## config.mk

```make
export PLATFORM = sky130hd
export DESIGN_NAME = partition_fit_allocator
export DESIGN_NICKNAME = d
export VERILOG_FILES = /design/src/pfa_pkg.sv /design/src/pfa_ram.sv /design/src/pfa_datapath.sv /design/src/pfa_controller.sv /design/src/partition_fit_allocator.sv
export SDC_FILE = /design/constraint.sdc
export NUM_CORES = 2
export LEC_CHECK = 0
export ABC_AREA = 1
export BUFFER_PORTS_ARGS = -buffer_cell sky130_fd_sc_hd__buf_4
export CAP_MARGIN = 20
export CORE_MARGIN = 2
export CORE_UTILIZATION = 50
export CTS_CLUSTER_SIZE = 10
export DETAILED_ROUTE_END_ITERATION = 16
export HOLD_SLACK_MARGIN = 0.02
export PLACE_DENSITY = 0.65
export SYNTH_ARGS = -nofsm -noshare
export SYNTH_HDL_FRONTEND = slang
export SYNTH_SLANG_ARGS = --single-unit
```

## constraint.sdc

```tcl
create_clock -name clock -period 5.9 [get_ports clock]
set_input_delay 0.295 -clock clock [delete_from_list [all_inputs] [get_ports clock]]
set_output_delay 0.295 -clock clock [all_outputs]
set_load 0.02 [all_outputs]
```

## src/pfa_pkg.sv

```systemverilog
`default_nettype none

package pfa_pkg;

   // table and address geometry
   localparam int MAX_BLOCKS  = 64;
   localparam int ADDR_BITS   = 20;
   localparam int ADDR_W      = ADDR_BITS;
   localparam int SIZE_W      = ADDR_BITS + 1;
   localparam int IDX_W       = $clog2(MAX_BLOCKS);
   localparam int CNT_W       = $clog2(MAX_BLOCKS + 1);
   localparam int PART_W      = 7;
   localparam int FIT_W       = 2;
   localparam int FUNC_W      = 2;
   localparam int STATUS_W    = 2;
   localparam int CSR_IDX_W   = 2;
   localparam int ENTRY_W     = ADDR_W + SIZE_W + 2;
   localparam int REQ_TDATA_W = ((SIZE_W + ADDR_W + 7) / 8) * 8;
   localparam int RSP_TDATA_W = ((ADDR_W + STATUS_W + 7) / 8) * 8;
   localparam int DCNT_W      = $clog2(SIZE_W + 1);

   typedef enum logic [FUNC_W-1:0] {
      FUNC_ALLOC   = 2'd0,
      FUNC_FREE    = 2'd1,
      FUNC_REBUILD = 2'd2
   } func_type;

   typedef enum logic [FIT_W-1:0] {
      FIT_FIRST = 2'd0,
      FIT_NEXT  = 2'd1,
      FIT_BEST  = 2'd2,
      FIT_WORST = 2'd3
   } fit_type;

   typedef enum logic [STATUS_W-1:0] {
      ST_OK      = 2'd0,
      ST_NOFIT   = 2'd1,
      ST_BADADDR = 2'd2,
      ST_FULL    = 2'd3
   } status_type;

   typedef enum logic [CSR_IDX_W-1:0] {
      CSR_FIT_MODE   = 2'd0,
      CSR_POOL_BYTES = 2'd1,
      CSR_PART_COUNT = 2'd2
   } csr_type;

   typedef enum logic [4:0] {
      CMD_NONE,
      CMD_ACCEPT,
      CMD_SCAN_RD,
      CMD_SCAN_EV,
      CMD_NOFIT,
      CMD_FULL,
      CMD_NOADDR,
      CMD_EXACT,
      CMD_UP_START,
      CMD_MV_RD,
      CMD_MV_WR,
      CMD_SPLIT_HI,
      CMD_SPLIT_LO,
      CMD_RD_R,
      CMD_R_EV,
      CMD_PLAN,
      CMD_RB_START,
      CMD_DIV_STEP,
      CMD_RB_WRITE,
      CMD_PUBLISH
   } cmd_type;

   typedef struct packed {
      logic [ADDR_W-1:0] start;
      logic [SIZE_W-1:0] size;
      logic              used;
      logic              joinable;
   } entry_type;

   typedef struct packed {
      cmd_type cmd;
      logic    take_req;
   } dp_ctl_type;

   typedef struct packed {
      logic              req_valid;
      logic [FUNC_W-1:0] func;
      logic              req_zero;
      logic              out_free;
      logic              ev_stop;
      logic              scan_last;
      logic              pick_valid;
      logic              pick_exact;
      logic              table_full;
      logic              found;
      logic              r_valid;
      logic              mv_done;
      logic              div_done;
      logic              rb_last;
   } dp_stat_type;

endpackage

`default_nettype wire

```

## src/pfa_ram.sv

```systemverilog
`default_nettype none

module pfa_ram #(
   parameter int WIDTH = 8,
   parameter int DEPTH = 16
) (
   input  logic                     clock,
   input  logic                     wr_en,
   input  logic [$clog2(DEPTH)-1:0] wr_addr,
   input  logic [WIDTH-1:0]         wr_data,
   input  logic [$clog2(DEPTH)-1:0] rd_addr,
   output logic [WIDTH-1:0]         rd_data
);

   logic [WIDTH-1:0] mem_ff [DEPTH];
   logic [WIDTH-1:0] rd_data_ff;

   always_ff @(posedge clock) begin
      if (wr_en) begin
         mem_ff[wr_addr] <= wr_data;
      end
      rd_data_ff <= mem_ff[rd_addr];
   end

   assign rd_data = rd_data_ff;

endmodule

`default_nettype wire

```

## src/pfa_datapath.sv

```systemverilog
`default_nettype none

module pfa_datapath (
   input  logic                             clock,
   input  logic                             reset,
   input  logic                             req_tvalid,
   output logic                             req_tready,
   input  logic [pfa_pkg::FUNC_W-1:0]       req_tuser,
   input  logic [pfa_pkg::REQ_TDATA_W-1:0]  req_tdata,
   output logic                             rsp_tvalid,
   input  logic                             rsp_tready,
   output logic [pfa_pkg::RSP_TDATA_W-1:0]  rsp_tdata,
   input  logic                             csr_wr_en,
   input  logic [pfa_pkg::CSR_IDX_W-1:0]    csr_index,
   input  logic [pfa_pkg::SIZE_W-1:0]       csr_wdata,
   input  pfa_pkg::dp_ctl_type              ctl,
   output pfa_pkg::dp_stat_type             stat
);

   localparam int ADDR_W = pfa_pkg::ADDR_W;
   localparam int SIZE_W = pfa_pkg::SIZE_W;
   localparam int IDX_W  = pfa_pkg::IDX_W;
   localparam int CNT_W  = pfa_pkg::CNT_W;
   localparam int PART_W = pfa_pkg::PART_W;
   localparam int DCNT_W = pfa_pkg::DCNT_W;
   localparam int FIT_W  = pfa_pkg::FIT_W;
   localparam int FUNC_W = pfa_pkg::FUNC_W;
   localparam int RSP_W  = pfa_pkg::RSP_TDATA_W;
   localparam logic [CNT_W-1:0]  MAX_CNT  = CNT_W'(pfa_pkg::MAX_BLOCKS);
   localparam logic [SIZE_W-1:0] POOL_MAX = SIZE_W'(1) << ADDR_W;

   // configuration
   logic [FIT_W-1:0]  fit_mode_ff, fit_mode_in;
   logic [SIZE_W-1:0] pool_ff, pool_in;
   logic [PART_W-1:0] part_cfg_ff, part_cfg_in;
   // table bookkeeping
   logic [CNT_W-1:0]  count_ff, count_in;
   logic [IDX_W-1:0]  cursor_ff, cursor_in;
   // command
   logic [FUNC_W-1:0] func_ff, func_in;
   logic [SIZE_W-1:0] req_ff, req_in;
   logic [ADDR_W-1:0] addr_ff, addr_in;
   // scan
   logic [IDX_W-1:0]  scan_idx_ff, scan_idx_in;
   logic [CNT_W-1:0]  scan_rem_ff, scan_rem_in;
   logic              pick_valid_ff, pick_valid_in;
   logic [IDX_W-1:0]  pick_idx_ff, pick_idx_in;
   pfa_pkg::entry_type pick_ent_ff, pick_ent_in;
   logic              found_ff, found_in;
   logic [IDX_W-1:0]  fi_ff, fi_in;
   pfa_pkg::entry_type e_ent_ff, e_ent_in, l_ent_ff, l_ent_in, r_ent_ff, r_ent_in;
   logic              r_have_ff, r_have_in;
   // entry mover
   logic [CNT_W-1:0]  dst_ff, dst_in, lim_ff, lim_in;
   logic [1:0]        mv_d_ff, mv_d_in;
   // divider and rebuild
   logic [SIZE_W-1:0] quo_ff, quo_in, acc_ff, acc_in;
   logic [CNT_W-1:0]  rem_ff, rem_in, parts_ff, parts_in;
   logic [DCNT_W-1:0] div_cnt_ff, div_cnt_in;
   // result
   pfa_pkg::status_type res_status_ff, res_status_in;
   logic [ADDR_W-1:0] res_grant_ff, res_grant_in;
   logic              rsp_valid_ff, rsp_valid_in;
   logic [RSP_W-1:0]  rsp_data_ff, rsp_data_in;

   // RAM port
   logic               wr_en;
   logic [IDX_W-1:0]   wr_addr, rd_addr;
   pfa_pkg::entry_type wr_ent, rd_ent;
   logic [pfa_pkg::ENTRY_W-1:0] rd_raw;

   // scan evaluation
   logic fits, exact, bigger, better, match, first_like, ev_stop;
   logic [IDX_W-1:0] scan_next;
   // merge plan
   logic               r_ok, pstart, take_left;
   logic [IDX_W-1:0]   p_w;
   logic [1:0]         p_d;
   logic [CNT_W-1:0]   p_r0;
   pfa_pkg::entry_type p_ent;
   // divider step
   logic [CNT_W:0]     div_tr;
   logic               div_ge;
   logic [CNT_W-1:0]   parts_c;
   logic [CNT_W-1:0]   mv_src;

   pfa_ram #(
      .WIDTH (pfa_pkg::ENTRY_W),
      .DEPTH (pfa_pkg::MAX_BLOCKS)
   ) u_table (
      .clock   (clock),
      .wr_en   (wr_en),
      .wr_addr (wr_addr),
      .wr_data (wr_ent),
      .rd_addr (rd_addr),
      .rd_data (rd_raw)
   );

   assign rd_ent = pfa_pkg::entry_type'(rd_raw);

   // candidate tests on the entry just read
   assign fits       = !rd_ent.used && (rd_ent.size >= req_ff);
   assign exact      = !rd_ent.used && (rd_ent.size == req_ff);
   assign bigger     = !rd_ent.used && (rd_ent.size > req_ff);
   assign better     = !pick_valid_ff ||
                       ((fit_mode_ff == pfa_pkg::FIT_BEST) ? (rd_ent.size < pick_ent_ff.size)
                                                           : (rd_ent.size > pick_ent_ff.size));
   assign match      = rd_ent.used && (rd_ent.start == addr_ff);
   assign first_like = (fit_mode_ff == pfa_pkg::FIT_FIRST) || (fit_mode_ff == pfa_pkg::FIT_NEXT);
   assign ev_stop    = (func_ff == pfa_pkg::FUNC_ALLOC) ? (first_like ? fits : exact) : match;
   assign scan_next  = (CNT_W'(scan_idx_ff) + CNT_W'(1) == count_ff) ? '0
                                                                      : scan_idx_ff + IDX_W'(1);

   // merge plan for a free: survivor at p_w, p_d entries drop out after it
   assign r_ok      = r_have_ff && !r_ent_ff.used && r_ent_ff.joinable;
   assign pstart    = !e_ent_ff.joinable || (fi_ff == '0);
   assign take_left = !pstart && !l_ent_ff.used;
   assign p_w       = take_left ? fi_ff - IDX_W'(1) : fi_ff;
   assign p_d       = 2'(take_left) + 2'(r_ok);
   assign p_r0      = CNT_W'(p_w) + CNT_W'(1);
   always_comb begin
      p_ent.start    = take_left ? l_ent_ff.start : e_ent_ff.start;
      p_ent.size     = (take_left ? l_ent_ff.size : '0) + e_ent_ff.size +
                       (r_ok ? r_ent_ff.size : '0);
      p_ent.used     = 1'b0;
      p_ent.joinable = take_left ? l_ent_ff.joinable : e_ent_ff.joinable;
   end

   assign div_tr  = {rem_ff, quo_ff[SIZE_W-1]};
   assign div_ge  = div_tr >= {1'b0, parts_ff};
   assign parts_c = (part_cfg_ff == '0) ? CNT_W'(1) :
                    (32'(part_cfg_ff) > pfa_pkg::MAX_BLOCKS) ? MAX_CNT : CNT_W'(part_cfg_ff);
   assign mv_src  = (func_ff == pfa_pkg::FUNC_ALLOC) ? dst_ff - CNT_W'(1)
                                                     : dst_ff + CNT_W'(mv_d_ff);

   always_comb begin
      fit_mode_in   = fit_mode_ff;
      pool_in       = pool_ff;
      part_cfg_in   = part_cfg_ff;
      count_in      = count_ff;
      cursor_in     = cursor_ff;
      func_in       = func_ff;
      req_in        = req_ff;
      addr_in       = addr_ff;
      scan_idx_in   = scan_idx_ff;
      scan_rem_in   = scan_rem_ff;
      pick_valid_in = pick_valid_ff;
      pick_idx_in   = pick_idx_ff;
      pick_ent_in   = pick_ent_ff;
      found_in      = found_ff;
      fi_in         = fi_ff;
      e_ent_in      = e_ent_ff;
      l_ent_in      = l_ent_ff;
      r_ent_in      = r_ent_ff;
      r_have_in     = r_have_ff;
      dst_in        = dst_ff;
      lim_in        = lim_ff;
      mv_d_in       = mv_d_ff;
      quo_in        = quo_ff;
      acc_in        = acc_ff;
      rem_in        = rem_ff;
      parts_in      = parts_ff;
      div_cnt_in    = div_cnt_ff;
      res_status_in = res_status_ff;
      res_grant_in  = res_grant_ff;
      rsp_data_in   = rsp_data_ff;
      rsp_valid_in  = rsp_valid_ff && !rsp_tready;
      wr_en         = 1'b0;
      wr_addr       = pick_idx_ff;
      wr_ent        = rd_ent;
      rd_addr       = scan_idx_ff;

      if (csr_wr_en) begin
         case (csr_index)
            pfa_pkg::CSR_FIT_MODE:   fit_mode_in = csr_wdata[FIT_W-1:0];
            pfa_pkg::CSR_POOL_BYTES: pool_in     = csr_wdata;
            pfa_pkg::CSR_PART_COUNT: part_cfg_in = csr_wdata[PART_W-1:0];
            default: ;
         endcase
      end

      case (ctl.cmd)
         pfa_pkg::CMD_ACCEPT: begin
            func_in       = req_tuser;
            req_in        = req_tdata[SIZE_W-1:0];
            addr_in       = req_tdata[SIZE_W +: ADDR_W];
            scan_idx_in   = (req_tuser == pfa_pkg::FUNC_ALLOC && fit_mode_ff == pfa_pkg::FIT_NEXT
                             && CNT_W'(cursor_ff) < count_ff) ? cursor_ff : '0;
            scan_rem_in   = count_ff;
            pick_valid_in = 1'b0;
            found_in      = 1'b0;
            r_have_in     = 1'b0;
            res_status_in = pfa_pkg::ST_OK;
            res_grant_in  = '0;
         end
         pfa_pkg::CMD_SCAN_RD: rd_addr = scan_idx_ff;
         pfa_pkg::CMD_SCAN_EV: begin
            scan_idx_in = scan_next;
            scan_rem_in = scan_rem_ff - CNT_W'(1);
            if (func_ff == pfa_pkg::FUNC_ALLOC) begin
               if (first_like ? fits : (exact || (bigger && better))) begin
                  pick_valid_in = 1'b1;
                  pick_idx_in   = scan_idx_ff;
                  pick_ent_in   = rd_ent;
               end
            end else if (match) begin
               found_in = 1'b1;
               fi_in    = scan_idx_ff;
               e_ent_in = rd_ent;
            end else begin
               l_ent_in = rd_ent;
            end
         end
         pfa_pkg::CMD_NOFIT:  res_status_in = pfa_pkg::ST_NOFIT;
         pfa_pkg::CMD_FULL:   res_status_in = pfa_pkg::ST_FULL;
         pfa_pkg::CMD_NOADDR: res_status_in = pfa_pkg::ST_BADADDR;
         pfa_pkg::CMD_EXACT: begin
            wr_en         = 1'b1;
            wr_addr       = pick_idx_ff;
            wr_ent        = pick_ent_ff;
            wr_ent.used   = 1'b1;
            res_grant_in  = pick_ent_ff.start;
            if (fit_mode_ff == pfa_pkg::FIT_NEXT) begin
               cursor_in = (CNT_W'(pick_idx_ff) + CNT_W'(1) >= count_ff) ? '0
                                                                         : pick_idx_ff + IDX_W'(1);
            end
         end
         pfa_pkg::CMD_UP_START: begin
            dst_in = count_ff;
            lim_in = CNT_W'(pick_idx_ff) + CNT_W'(1);
         end
         pfa_pkg::CMD_MV_RD: rd_addr = mv_src[IDX_W-1:0];
         pfa_pkg::CMD_MV_WR: begin
            wr_en   = 1'b1;
            wr_addr = dst_ff[IDX_W-1:0];
            wr_ent  = rd_ent;
            dst_in  = (func_ff == pfa_pkg::FUNC_ALLOC) ? dst_ff - CNT_W'(1) : dst_ff + CNT_W'(1);
         end
         pfa_pkg::CMD_SPLIT_HI: begin
            wr_en          = 1'b1;
            wr_addr        = pick_idx_ff + IDX_W'(1);
            wr_ent.start   = pick_ent_ff.start + req_ff[ADDR_W-1:0];
            wr_ent.size    = pick_ent_ff.size - req_ff;
            wr_ent.used    = 1'b0;
            wr_ent.joinable = 1'b1;
         end
         pfa_pkg::CMD_SPLIT_LO: begin
            wr_en        = 1'b1;
            wr_addr      = pick_idx_ff;
            wr_ent       = pick_ent_ff;
            wr_ent.size  = req_ff;
            wr_ent.used  = 1'b1;
            count_in     = count_ff + CNT_W'(1);
            res_grant_in = pick_ent_ff.start;
            if (fit_mode_ff == pfa_pkg::FIT_NEXT) begin
               cursor_in = pick_idx_ff + IDX_W'(1);
            end else if (cursor_ff >= pick_idx_ff) begin
               cursor_in = cursor_ff + IDX_W'(1);
            end
         end
         pfa_pkg::CMD_RD_R: rd_addr = fi_ff + IDX_W'(1);
         pfa_pkg::CMD_R_EV: begin
            r_ent_in  = rd_ent;
            r_have_in = 1'b1;
         end
         pfa_pkg::CMD_PLAN: begin
            wr_en    = 1'b1;
            wr_addr  = p_w;
            wr_ent   = p_ent;
            count_in = count_ff - CNT_W'(p_d);
            dst_in   = p_r0;
            lim_in   = count_ff - CNT_W'(p_d);
            mv_d_in  = p_d;
            if (CNT_W'(cursor_ff) >= p_r0 + CNT_W'(p_d)) begin
               cursor_in = cursor_ff - IDX_W'(p_d);
            end else if (CNT_W'(cursor_ff) >= p_r0) begin
               cursor_in = p_w;
            end
         end
         pfa_pkg::CMD_RB_START: begin
            quo_in     = (pool_ff > POOL_MAX) ? POOL_MAX : pool_ff;
            rem_in     = '0;
            parts_in   = parts_c;
            div_cnt_in = DCNT_W'(SIZE_W);
            count_in   = parts_c;
            cursor_in  = '0;
            dst_in     = '0;
            acc_in     = '0;
         end
         pfa_pkg::CMD_DIV_STEP: begin
            rem_in     = div_ge ? CNT_W'(div_tr - {1'b0, parts_ff}) : CNT_W'(div_tr);
            quo_in     = {quo_ff[SIZE_W-2:0], div_ge};
            div_cnt_in = div_cnt_ff - DCNT_W'(1);
         end
         pfa_pkg::CMD_RB_WRITE: begin
            wr_en          = 1'b1;
            wr_addr        = dst_ff[IDX_W-1:0];
            wr_ent.start   = acc_ff[ADDR_W-1:0];
            wr_ent.size    = stat.rb_last ? quo_ff + SIZE_W'(rem_ff) : quo_ff;
            wr_ent.used    = 1'b0;
            wr_ent.joinable = 1'b0;
            acc_in         = acc_ff + quo_ff;
            dst_in         = dst_ff + CNT_W'(1);
         end
         pfa_pkg::CMD_PUBLISH: begin
            rsp_valid_in = 1'b1;
            rsp_data_in  = RSP_W'({res_status_ff, res_grant_ff});
         end
         default: ;
      endcase
   end

   always_ff @(posedge clock) begin
      if (reset) begin
         fit_mode_ff  <= pfa_pkg::FIT_FIRST;
         pool_ff      <= POOL_MAX;
         part_cfg_ff  <= PART_W'(1);
         count_ff     <= CNT_W'(1);
         cursor_ff    <= '0;
         rsp_valid_ff <= 1'b0;
      end else begin
         fit_mode_ff  <= fit_mode_in;
         pool_ff      <= pool_in;
         part_cfg_ff  <= part_cfg_in;
         count_ff     <= count_in;
         cursor_ff    <= cursor_in;
         rsp_valid_ff <= rsp_valid_in;
      end
   end

   always_ff @(posedge clock) begin
      func_ff       <= func_in;
      req_ff        <= req_in;
      addr_ff       <= addr_in;
      scan_idx_ff   <= scan_idx_in;
      scan_rem_ff   <= scan_rem_in;
      pick_valid_ff <= pick_valid_in;
      pick_idx_ff   <= pick_idx_in;
      pick_ent_ff   <= pick_ent_in;
      found_ff      <= found_in;
      fi_ff         <= fi_in;
      e_ent_ff      <= e_ent_in;
      l_ent_ff      <= l_ent_in;
      r_ent_ff      <= r_ent_in;
      r_have_ff     <= r_have_in;
      dst_ff        <= dst_in;
      lim_ff        <= lim_in;
      mv_d_ff       <= mv_d_in;
      quo_ff        <= quo_in;
      acc_ff        <= acc_in;
      rem_ff        <= rem_in;
      parts_ff      <= parts_in;
      div_cnt_ff    <= div_cnt_in;
      res_status_ff <= res_status_in;
      res_grant_ff  <= res_grant_in;
      rsp_data_ff   <= rsp_data_in;
   end

   always_comb begin
      stat.req_valid  = req_tvalid;
      stat.func       = func_ff;
      stat.req_zero   = (req_ff == '0);
      stat.out_free   = !rsp_valid_ff || rsp_tready;
      stat.ev_stop    = ev_stop;
      stat.scan_last  = (scan_rem_ff == CNT_W'(1));
      stat.pick_valid = pick_valid_ff;
      stat.pick_exact = (pick_ent_ff.size == req_ff);
      stat.table_full = (count_ff >= MAX_CNT);
      stat.found      = found_ff;
      stat.r_valid    = (CNT_W'(fi_ff) + CNT_W'(1) < count_ff);
      stat.mv_done    = (dst_ff == lim_ff);
      stat.div_done   = (div_cnt_ff == '0);
      stat.rb_last    = (dst_ff + CNT_W'(1) == parts_ff);
   end

   assign req_tready = ctl.take_req;
   assign rsp_tvalid = rsp_valid_ff;
   assign rsp_tdata  = rsp_data_ff;

   a_count_range: assert property (@(posedge clock) disable iff (reset)
      (count_ff != '0) && (count_ff <= MAX_CNT))
      else $error("table count out of range");

   a_cursor_in_table: assert property (@(posedge clock) disable iff (reset)
      CNT_W'(cursor_ff) < count_ff)
      else $error("cursor beyond table");

   a_publish_free: assert property (@(posedge clock) disable iff (reset)
      (ctl.cmd == pfa_pkg::CMD_PUBLISH) |-> (!rsp_valid_ff || rsp_tready))
      else $error("result overwrites pending beat");

   a_split_room: assert property (@(posedge clock) disable iff (reset)
      (ctl.cmd == pfa_pkg::CMD_SPLIT_LO) |=> (count_ff <= MAX_CNT) && (count_ff > CNT_W'(1)))
      else $error("split with full table");

endmodule

`default_nettype wire

```

## src/pfa_controller.sv

```systemverilog
`default_nettype none

module pfa_controller (
   input  logic                  clock,
   input  logic                  reset,
   input  pfa_pkg::dp_stat_type  stat,
   output pfa_pkg::dp_ctl_type   ctl
);

   typedef enum logic [3:0] {
      S_RB_START,
      S_DIV,
      S_RB_WR,
      S_IDLE,
      S_DISPATCH,
      S_SCAN_RD,
      S_SCAN_EV,
      S_ALLOC_RES,
      S_MV_RD,
      S_MV_WR,
      S_SPLIT_HI,
      S_SPLIT_LO,
      S_FREE_RES,
      S_R_EV,
      S_PLAN,
      S_DONE
   } state_type;

   state_type state_ff, state_in;
   logic      boot_ff, boot_in;

   always_comb begin
      state_in     = state_ff;
      boot_in      = boot_ff;
      ctl.cmd      = pfa_pkg::CMD_NONE;
      ctl.take_req = 1'b0;
      case (state_ff)
         S_RB_START: begin
            ctl.cmd  = pfa_pkg::CMD_RB_START;
            state_in = S_DIV;
         end
         S_DIV: begin
            if (stat.div_done) begin
               state_in = S_RB_WR;
            end else begin
               ctl.cmd = pfa_pkg::CMD_DIV_STEP;
            end
         end
         S_RB_WR: begin
            ctl.cmd = pfa_pkg::CMD_RB_WRITE;
            if (stat.rb_last) begin
               state_in = boot_ff ? S_IDLE : S_DONE;
               boot_in  = 1'b0;
            end
         end
         S_IDLE: begin
            ctl.take_req = 1'b1;
            if (stat.req_valid) begin
               ctl.cmd  = pfa_pkg::CMD_ACCEPT;
               state_in = S_DISPATCH;
            end
         end
         S_DISPATCH: begin
            case (stat.func)
               pfa_pkg::FUNC_ALLOC: begin
                  if (stat.req_zero) begin
                     ctl.cmd  = pfa_pkg::CMD_NOFIT;
                     state_in = S_DONE;
                  end else begin
                     state_in = S_SCAN_RD;
                  end
               end
               pfa_pkg::FUNC_FREE:    state_in = S_SCAN_RD;
               pfa_pkg::FUNC_REBUILD: state_in = S_RB_START;
               default:               state_in = S_DONE;
            endcase
         end
         S_SCAN_RD: begin
            ctl.cmd  = pfa_pkg::CMD_SCAN_RD;
            state_in = S_SCAN_EV;
         end
         S_SCAN_EV: begin
            ctl.cmd = pfa_pkg::CMD_SCAN_EV;
            if (stat.ev_stop || stat.scan_last) begin
               state_in = (stat.func == pfa_pkg::FUNC_ALLOC) ? S_ALLOC_RES : S_FREE_RES;
            end else begin
               state_in = S_SCAN_RD;
            end
         end
         S_ALLOC_RES: begin
            if (!stat.pick_valid) begin
               ctl.cmd  = pfa_pkg::CMD_NOFIT;
               state_in = S_DONE;
            end else if (stat.pick_exact) begin
               ctl.cmd  = pfa_pkg::CMD_EXACT;
               state_in = S_DONE;
            end else if (stat.table_full) begin
               ctl.cmd  = pfa_pkg::CMD_FULL;
               state_in = S_DONE;
            end else begin
               ctl.cmd  = pfa_pkg::CMD_UP_START;
               state_in = S_MV_RD;
            end
         end
         S_MV_RD: begin
            if (stat.mv_done) begin
               state_in = (stat.func == pfa_pkg::FUNC_ALLOC) ? S_SPLIT_HI : S_DONE;
            end else begin
               ctl.cmd  = pfa_pkg::CMD_MV_RD;
               state_in = S_MV_WR;
            end
         end
         S_MV_WR: begin
            ctl.cmd  = pfa_pkg::CMD_MV_WR;
            state_in = S_MV_RD;
         end
         S_SPLIT_HI: begin
            ctl.cmd  = pfa_pkg::CMD_SPLIT_HI;
            state_in = S_SPLIT_LO;
         end
         S_SPLIT_LO: begin
            ctl.cmd  = pfa_pkg::CMD_SPLIT_LO;
            state_in = S_DONE;
         end
         S_FREE_RES: begin
            if (!stat.found) begin
               ctl.cmd  = pfa_pkg::CMD_NOADDR;
               state_in = S_DONE;
            end else if (stat.r_valid) begin
               ctl.cmd  = pfa_pkg::CMD_RD_R;
               state_in = S_R_EV;
            end else begin
               state_in = S_PLAN;
            end
         end
         S_R_EV: begin
            ctl.cmd  = pfa_pkg::CMD_R_EV;
            state_in = S_PLAN;
         end
         S_PLAN: begin
            ctl.cmd  = pfa_pkg::CMD_PLAN;
            state_in = S_MV_RD;
         end
         S_DONE: begin
            if (stat.out_free) begin
               ctl.cmd  = pfa_pkg::CMD_PUBLISH;
               state_in = S_IDLE;
            end
         end
         default: state_in = S_IDLE;
      endcase
   end

   always_ff @(posedge clock) begin
      if (reset) begin
         state_ff <= S_RB_START;
         boot_ff  <= 1'b1;
      end else begin
         state_ff <= state_in;
         boot_ff  <= boot_in;
      end
   end

   a_boot_quiet: assert property (@(posedge clock) disable iff (reset)
      boot_ff |-> (ctl.cmd != pfa_pkg::CMD_PUBLISH) && !ctl.take_req)
      else $error("beat moved during power-up rebuild");

   a_accept_only_idle: assert property (@(posedge clock) disable iff (reset)
      (ctl.cmd == pfa_pkg::CMD_ACCEPT) |-> (state_ff == S_IDLE) && stat.req_valid)
      else $error("accept outside idle");

   a_split_pair: assert property (@(posedge clock) disable iff (reset)
      (ctl.cmd == pfa_pkg::CMD_SPLIT_HI) |=> (ctl.cmd == pfa_pkg::CMD_SPLIT_LO))
      else $error("split halves separated");

endmodule

`default_nettype wire

```

## src/partition_fit_allocator.sv

```systemverilog
`default_nettype none

// Partition fit allocator. Keeps an address-ordered table of up to 64 blocks
// (start, size, used, partition-start mark) in one RAM and serves one command
// beat at a time: allocate (first, next, best or worst fit), free (with merge
// of free neighbors inside the same partition) and rebuild from the csr
// registers. Each request beat yields exactly one response beat carrying the
// granted address and a status code. Flow: a command scans the table one entry
// at a time (RAM read, then evaluate) and stops at the first hit where the
// fit mode allows. A split then moves every entry behind the picked one up by
// one slot, and a free rewrites every entry behind the freed one, one entry at
// a time through the table RAM (read, then write), before leaving the move
// loop. Around scan and move a command also passes through accept, dispatch,
// result decision, neighbor read or split writes, and response. A rebuild runs
// a bit-serial divider (setup, 21 steps, exit) and then writes one partition
// per cycle. The slowest command is a best or worst fit split on a table of
// 63 entries. After reset the block rebuilds itself before raising req_tready.
// The response sits in its own output register, so the next request is taken
// while that beat waits on rsp_tready.
module partition_fit_allocator (
   input  logic                             clock,
   input  logic                             reset,
   // request: tuser = func; tdata = request_bytes[20:0], block_address[40:21]
   input  logic                             req_tvalid,
   output logic                             req_tready,
   input  logic [pfa_pkg::FUNC_W-1:0]       req_tuser,
   input  logic [pfa_pkg::REQ_TDATA_W-1:0]  req_tdata,
   // response: tdata = granted_address[19:0], status[21:20]
   output logic                             rsp_tvalid,
   input  logic                             rsp_tready,
   output logic [pfa_pkg::RSP_TDATA_W-1:0]  rsp_tdata,
   // csr: 0 fit_mode, 1 pool_bytes, 2 partition_count
   input  logic                             csr_wr_en,
   input  logic [pfa_pkg::CSR_IDX_W-1:0]    csr_index,
   input  logic [pfa_pkg::SIZE_W-1:0]       csr_wdata
);

   pfa_pkg::dp_ctl_type  ctl;
   pfa_pkg::dp_stat_type stat;

   // sequencer: walks scan, shift and rebuild steps
   pfa_controller u_ctrl (
      .clock (clock),
      .reset (reset),
      .stat  (stat),
      .ctl   (ctl)
   );

   // table RAM, csr registers, divider and result beat
   pfa_datapath u_dp (
      .clock      (clock),
      .reset      (reset),
      .req_tvalid (req_tvalid),
      .req_tready (req_tready),
      .req_tuser  (req_tuser),
      .req_tdata  (req_tdata),
      .rsp_tvalid (rsp_tvalid),
      .rsp_tready (rsp_tready),
      .rsp_tdata  (rsp_tdata),
      .csr_wr_en  (csr_wr_en),
      .csr_index  (csr_index),
      .csr_wdata  (csr_wdata),
      .ctl        (ctl),
      .stat       (stat)
   );

endmodule

`default_nettype wire

```

; ---- After elaboration in Yosys (flattened, before gate mapping)
; Memory sizes are Yosys's and may differ from the RTL's. A register that Yosys moved wholly into a read port is not among the register bits.
; Index checks and enable logic that the tools add are counted.
[classes]
add_sub_neg = 26
n_lt_le_gt_ge = 14
eq_ne = 57
muxes = 80
bitwise = 2
reduce_logical = 59
[ops]
columns = cell, count
row1 = $pmux 43 s5, 1
row2 = $mux 21, 4
row3 = $pmux 21 s2, 2
row4 = $pmux 5 s16, 1
row5 = $add 21x21->21, 3
row6 = $mux 4, 15
row7 = $mux 6, 10
row8 = $pmux 4 s15, 1
row9 = $eq 21x21->1, 2
row10 = $gt 21x21->1, 2
row11 = $pmux 7 s2, 3
row12 = $eq 5x4->1 const B, 8
row13 = $pmux 20 s2, 1
row14 = $pmux 7 s5, 1
row15 = $eq 4x4->1 const B, 8
row16 = $mux 5, 6
row17 = $add 6x1->7 const B, 4
row18 = $mux 7, 4
row19 = $add 6x1->6 const B, 4
row20 = $pmux 6 s2, 2
row21 = $pmux 6 s4, 1
row22 = $add 21x7->21, 1
row23 = $eq 7x7->1, 3
row24 = $ge 21x21->1, 1
row25 = other kinds (65), 150
[word_totals]
reg_bits = 391
ramBits = 2752
input_bits = 78
out_inout_bits = 26
word_cells = 281
memories = 1
[mem_list]
columns = name, words, width, read_ports, rd_ports_with_merged_regs, wr, line_no
row1 = u_dp.u_table.mem_ff, 64, 43, 1, 1, 1, pfa_ram.sv:15  ; logic [WIDTH-1:0] mem_ff [DEPTH];

; ---- Depth between registers and ports, before layout
[depth]
word_depth = 10
ltp_mapped = 27
ltp_nobuf = 26

; ---- Cells and area by module
; Synthesis repeated with hierarchy kept, for this count alone.
[unflattened]
cells_unflattened = 12188
area_unflattened_um2 = 137607.0
[by_module_without_submodules]
columns = mod, instances, cells_each, area_each_um2, seq_area_each_um2
row1 = pfa_ram, 1, 9084, 111329.3, 83500.1
row2 = pfa_datapath, 1, 2971, 25577.0, 11120.7
row3 = pfa_controller, 1, 133, 700.7, 100.1

; ---- Least setup slack after synthesis
; OpenSTA, ideal clock, no wires.
[synth_path]
path_kind = flip-flop to flip-flop
start = reg u_dp.req_ff[0]
end = mem u_dp.u_table.mem_ff[0][29] in the netlist's numbering, data pin
setup_time_ns = 1.009
arrival_time_ns = 5.552
t_required_ns = 4.891
slack_ns = -0.661
path_stages_with_launch = 8
n_path_buf = 0
period_less_slack_ns = 6.561
path_cell_list = edfxtp_1 -> ha_1 -> fa_1 -> nand2_1 -> nor3_1 -> nor2_1 -> nor2_1 -> o311ai_0
[synth_via]
elab_chain_cells = 6
word_cells_on_any_way = 14
classes_between = 1 x add/sub / 6 x eq/ne / 6 x mux / 1 x reduce/logical
[synth_lines]
columns = element, line_no
row1 = "start, declared", pfa_datapath.sv:41  ; logic [SIZE_W-1:0] req_ff, req_in;
row2 = "start signal, assigned", pfa_datapath.sv:333  ; req_ff <= req_in;
row3 = $eq 21x21->1 / $logic_not 21->1 (equally long branches), "pfa_datapath.sv:367, pfa_datapath.sv:362"
row4 = $mux 5 / $mux 3 (equally long branches), "pfa_controller.sv:94, pfa_controller.sv:66"
row5 = $mux 5 (on tied branches), "pfa_controller.sv:91, pfa_controller.sv:64"
row6 = $pmux 5 s16, pfa_controller.sv:37  ; case (state_ff)
row7 = "$eq 5x5->1, or another cell as far along", pfa_datapath.sv:182  ; case (ctl.cmd)
row8 = $pmux 43 s5 *, pfa_datapath.sv:182
row9 = net u_dp.u_table.wr_data[29], pfa_ram.sv:10  ; input logic [WIDTH-1:0] wr_data,
row10 = "end, declared", pfa_ram.sv:15
; The timed path passes the listed nets; every way through them passes the cells marked *.

; ---- Worst setup path after layout
[layout_path]
start = reg u_dp.fi_ff[2]
end = reg u_dp.u_table.rd_data_ff[26], in the netlist u_dp.u_table.rd_data[26], read port of u_dp.u_table.mem_ff
[layout_via]
elab_chain_cells = 7
word_cells_on_any_way = 9
classes_between = 2 x add/sub / 1 x order compare / 2 x eq/ne / 4 x mux
[layout_lines]
columns = element, line_no
row1 = "start, declared", pfa_datapath.sv:50  ; logic [IDX_W-1:0] fi_ff, fi_in;
row2 = "start signal, assigned", pfa_datapath.sv:341  ; fi_ff <= fi_in;
row3 = $add 6x1->7, pfa_datapath.sv:370  ; stat.r_valid = (CNT_W'(fi_ff) + CNT_W'(1) < count_ff);
row4 = $lt 7x7->1, pfa_datapath.sv:370
row5 = $mux 4, pfa_controller.sv:129  ; end else if (stat.r_valid) begin
row6 = $mux 5, pfa_controller.sv:126  ; if (!stat.found) begin
row7 = $pmux 5 s16, pfa_controller.sv:37
row8 = $eq 5x4->1, pfa_datapath.sv:182
row9 = $pmux 6 s2 *, pfa_datapath.sv:182
row10 = "end, declared", pfa_ram.sv:16  ; logic [WIDTH-1:0] rd_data_ff;
; Every way passes the cells marked *; elsewhere a longest branch is shown, timed or not.
; A chain may end at the register's enable or synchronous reset.

==> summary.txt <==
Worst setup path
  • Worst path top cell family by delay: simple AND/OR/NAND/NOR gates
  • Critical path peak fanout: 55
  • Buf/Inv on CP: 4
  • CP dominant cell by count: nand3_1
  • Largest stage delay, worst path: 0.60 ns
  • CP Data Required Time: around 6.7 ns
  • Crit path DAT: 5.98 ns
  • Worst Setup End Kind: flop
  • Slowest CP cell: inv_8
  • CP Class: reg2reg
  • CP startpoint kind: flop
  • Crit path cell chain: nand3_1 -> nor3_1 -> xor2_1 -> inv_1 -> ha_1 -> nand2_1 -> inv_1 -> a21oi_1 -> nand4_4 -> nand3_1 -> nand3_4 -> inv_8 -> buf_12 -> nand3_1 -> nand3_1 -> nand3_1 -> nand3_1 -> nand3_1 -> nand2_1

Place
  • Buffers on Ports: 94
  • Inst Count DP: about 18000
  • Placed instance area: 0.157 mm^2
  • Placer Congestion: 0.938
  • Hpwl dp: 245 mm

Pwr
  • Leak: 69.0 nW
  • Peak supply drop: 0.281 mV
  • Power density cells: 355 mW/mm^2

Route
  • Met1 wire length: 178 mm
  • Top Metal Used: met4
  • Via count: 110000
  • Post-route ant nets: 0
  • Drt via density: 5.83
  • Detailed-route wire length per cell: 23.6 um
  • Met2 WL: 206 mm
  • Residual DRC: 0
  • Pre-Repair DR Iteration Count: 9
  • Wire length on met3: 42.5 mm
  • Total Wirelength: 444 mm
  • Drt initial violations: 13500

STA
  • Slew headroom: 0.269
  • Worst-margin pin slew: 1.09 ns
  • Final period util: 0.874
  • Min cycle time layout: 5.16 ns
  • Max frequency: 194 MHz
  • Clk_skew: 0.0501 ns
  • Setup violations, final: 0
  • Slew Limit Fails: 0
  • Worst Hold Margin: 0.0790 ns
  • Final hold vios: 0
  • Sum Neg Setup Slack: 0 ns
  • RSZ-0062 raised after global routing: no

Floorplan
  • Initial Util: 0.503
  • Die area: 0.303 mm^2
  • I/O pin count: 104
  • Die width: approximately 550 um
  • Core area: around 0.30 mm^2
  • Die H: 550 um
  • Cell row count: 200

Synthesis
  • #FFs+latches synth: 3185
  • Post-Synth Simple-Gate Area: 0.207
  • Ys Warns: 0
  • Mean Syn Cell Area: 10.1 um^2
  • Compound-gate portion of the synthesized area: 0.0331
  • EDFF count, synth: 3093
  • Yosys cell types: 61
  • Largest family of logic cells by synthesized area: simple AND/OR/NAND/NOR gates
  • Top FF cell, synth: edfxtp_1
  • Mapped Cells: 14700
  • Mux share of post-synthesis cell area: 0
  • Xor and xnor fraction of the mapped netlist area: 0.00498
  • Post-synthesis adder-cell area fraction: 0.0200
  • Ys async rst share: 0
  • Syn Std Cell Area: about 0.15 mm^2
  • Register area share after synthesis: 0.634

GRT
  • GRT Overall Usage: 0.287
  • Pin count of the biggest net entering global routing: 200
  • First-pass GRT wire length: 657 mm
  • Total congestion overflow: 0
  • Vias in the first global route: 103000
  • Initial antenna violation count: 10

Final layout
  • FILL cells: 24400
  • Share of post-route cells with drive strength above 1: 0.0695
  • Commonest non-fill, non-tap cell in the layout: edfxtp_1
  • Core Util, Final: 0.566
  • Design Area, Final: 0.168 mm^2
  • Nets@finish: 15000
  • Most frequent cells in the layout: edfxtp_1 (3093), inv_1 (2889), nand3_1 (2557)
  • Post-layout instance count excluding filler cells: 18800
  • Area delta synth->final: 12.7%

Clocking
  • CTS tree: built
  • Post-CTS Setup Bufs: 0
  • Root buffer cell: clkbuf_16
  • Clk_lat worst skew: approximately 0.96 ns
  • Clock sink count: 3185
  • Clock buffer depth: 4
  • Clock transition at the registers of the reported paths: 0.06 ns
  • H-tree Lvls: 5
  • Total CTS buffers: 367

Run status
  • Outcome: completed

Worst hold path
  • Worst hold path type: in2reg

Job
  • Max Cap Viol: 0
-- worst paths after layout --
| path | from | to | slack, ns | cells past startpoint |
|---|---|---|---|---|
| max | u_dp.fi_ff[2]$_DFFE_PP_ | u_dp.u_table.rd_data[26]$_DFF_P_ | 0.74 | 19 |
| min reg2reg | u_dp.res_grant_ff[10]$_SDFFCE_PN0P_ | u_dp.rsp_tdata[10]$_DFFE_PP_ | 0.42 | 0 |
| max reg2reg | u_dp.fi_ff[2]$_DFFE_PP_ | u_dp.u_table.rd_data[26]$_DFF_P_ | 0.74 | 19 |
| min | req_tdata[20] | u_dp.req_ff[20]$_DFFE_PP_ | 0.08 | 2 |
-- worst register-to-register path: cells and delay by family (launching register included) --
| kind | cells | cell delay, ns |
|---|---|---|
| xor gates and xnor gates | 1 | 0.21 |
| DFF | 1 | 0.54 |
| AOI/OAI and AO/OA | 1 | 0.23 |
| adders and majority gates | 1 | 0.27 |
| buffers and inverters | 4 | 1.20 |
| and+or+nand+nor | 12 | 2.60 |
-- cell type report --
cell class / instances / area, um^2 / share of cell area
Antenna cell: 6 / 15.0 / 0.0000893
Clock buffer: 519 / 9990 / 0.0594
Clock inverter: 38 / 569 / 0.00338
Inverter: 2911 / 11000 / 0.0651
Multi-Input combinational cell: 7703 / 40500 / 0.241
Sequential cell: 3185 / 94700 / 0.563
Tap cell: 3939 / 4930 / 0.0293
Timing Repair Buffer: 542 / 6570 / 0.0391
-- sequential cells by signal, summed over array words and instances, names as in the netlist, 7 cells and up --
| signal | cells |
|---|---|
| u_dp.acc_ff | 20 |
| u_dp.quo_ff | 21 |
| u_dp.dst_ff | 7 |
| u_dp.lim_ff | 7 |
| u_dp.rem_ff | 7 |
| u_dp.u_table.rd_data | 43 |
| u_dp.parts_ff | 7 |
| u_dp.addr_ff | 20 |
| u_dp.res_grant_ff | 20 |
| u_dp.e_ent_ff | 42 |
| u_dp.req_ff | 21 |
| u_dp.pool_ff | 21 |
| u_dp.u_table.mem_ff | 2752 |
| u_dp.r_ent_ff | 23 |
| u_dp.pick_ent_ff | 42 |
| u_dp.part_cfg_ff | 7 |
| u_dp.rsp_tdata | 22 |
| u_dp.l_ent_ff | 43 |
| u_dp.scan_rem_ff | 7 |
| u_dp.count_ff | 7 |
-- cell usage after synthesis (all sizes together), types with 5 or more instances --
library cell	instances	share of area
clkbuf	574	0.014
o22ai	24	0.0010
fa	30	0.0040
dfxtp	92	0.012
xnor2	20	0.0012
nand2	2246	0.057
xor2	64	0.0038
buf	349	0.013
nand4	1186	0.050
edfxtp	3093	0.62
a2111oi	7	0.00041
inv	2910	0.073
o21ai	441	0.015
a31oi	9	0.00038
or2	26	0.0011
nor4	24	0.0010
a21o	5	0.00025
o2111ai	14	0.00082
nand3	2575	0.086
ha	191	0.016
nor3	46	0.0015
a221oi	8	0.00047
a21oi	233	0.0078
o211ai	75	0.0038
a211oi	14	0.00070
o21a	8	0.00040
o31ai	6	0.00030
o21bai	10	0.00058
nor2	404	0.010
-- stage by stage --
step / setup WS, ns / power, W
2_1_floorplan: 0.0712 / 0.0350
3_3_place_gp: 0.826 / 0.0390
3_5_place_dp: 0.791 / 0.0392
4_1_cts: 0.751 / 0.0597
5_1_grt: 0.431 / 0.0616
6_report: 0.741 / 0.0596
-- power breakdown --
group	internal, W	switching, W
clock network	0.0118	0.00885
logic	0.00244	0.00753
registers	0.0283	0.000748
total	0.0425	0.0171
-- layer usage --
metal,global-route usage,vias to the layer above
met1,0.391,53000
met5,0,-
met2,0.460,5492
met3,0.0496,971
li1,-,50300
met4,0.115,0
-- kinds of logic (layout without fill, tap and decap cells) --
kind of cell / count (synthesis) / in the layout
flops: 3185 / 3185
buf+inv: 3834 / 4010
other cells: 1 / 8
simple gates: 6518 / 6518
xor+xnor: 84 / 84
fa+ha+maj: 221 / 221
compound gates: 878 / 878
-- timing repair --
action                                 4_1_cts  5_1_grt
endpoints found under the hold margin       99        0
hold buffers                                93        0
gates resized for setup                      0        0
No activity file was read; power rests on OpenSTA's default activity.
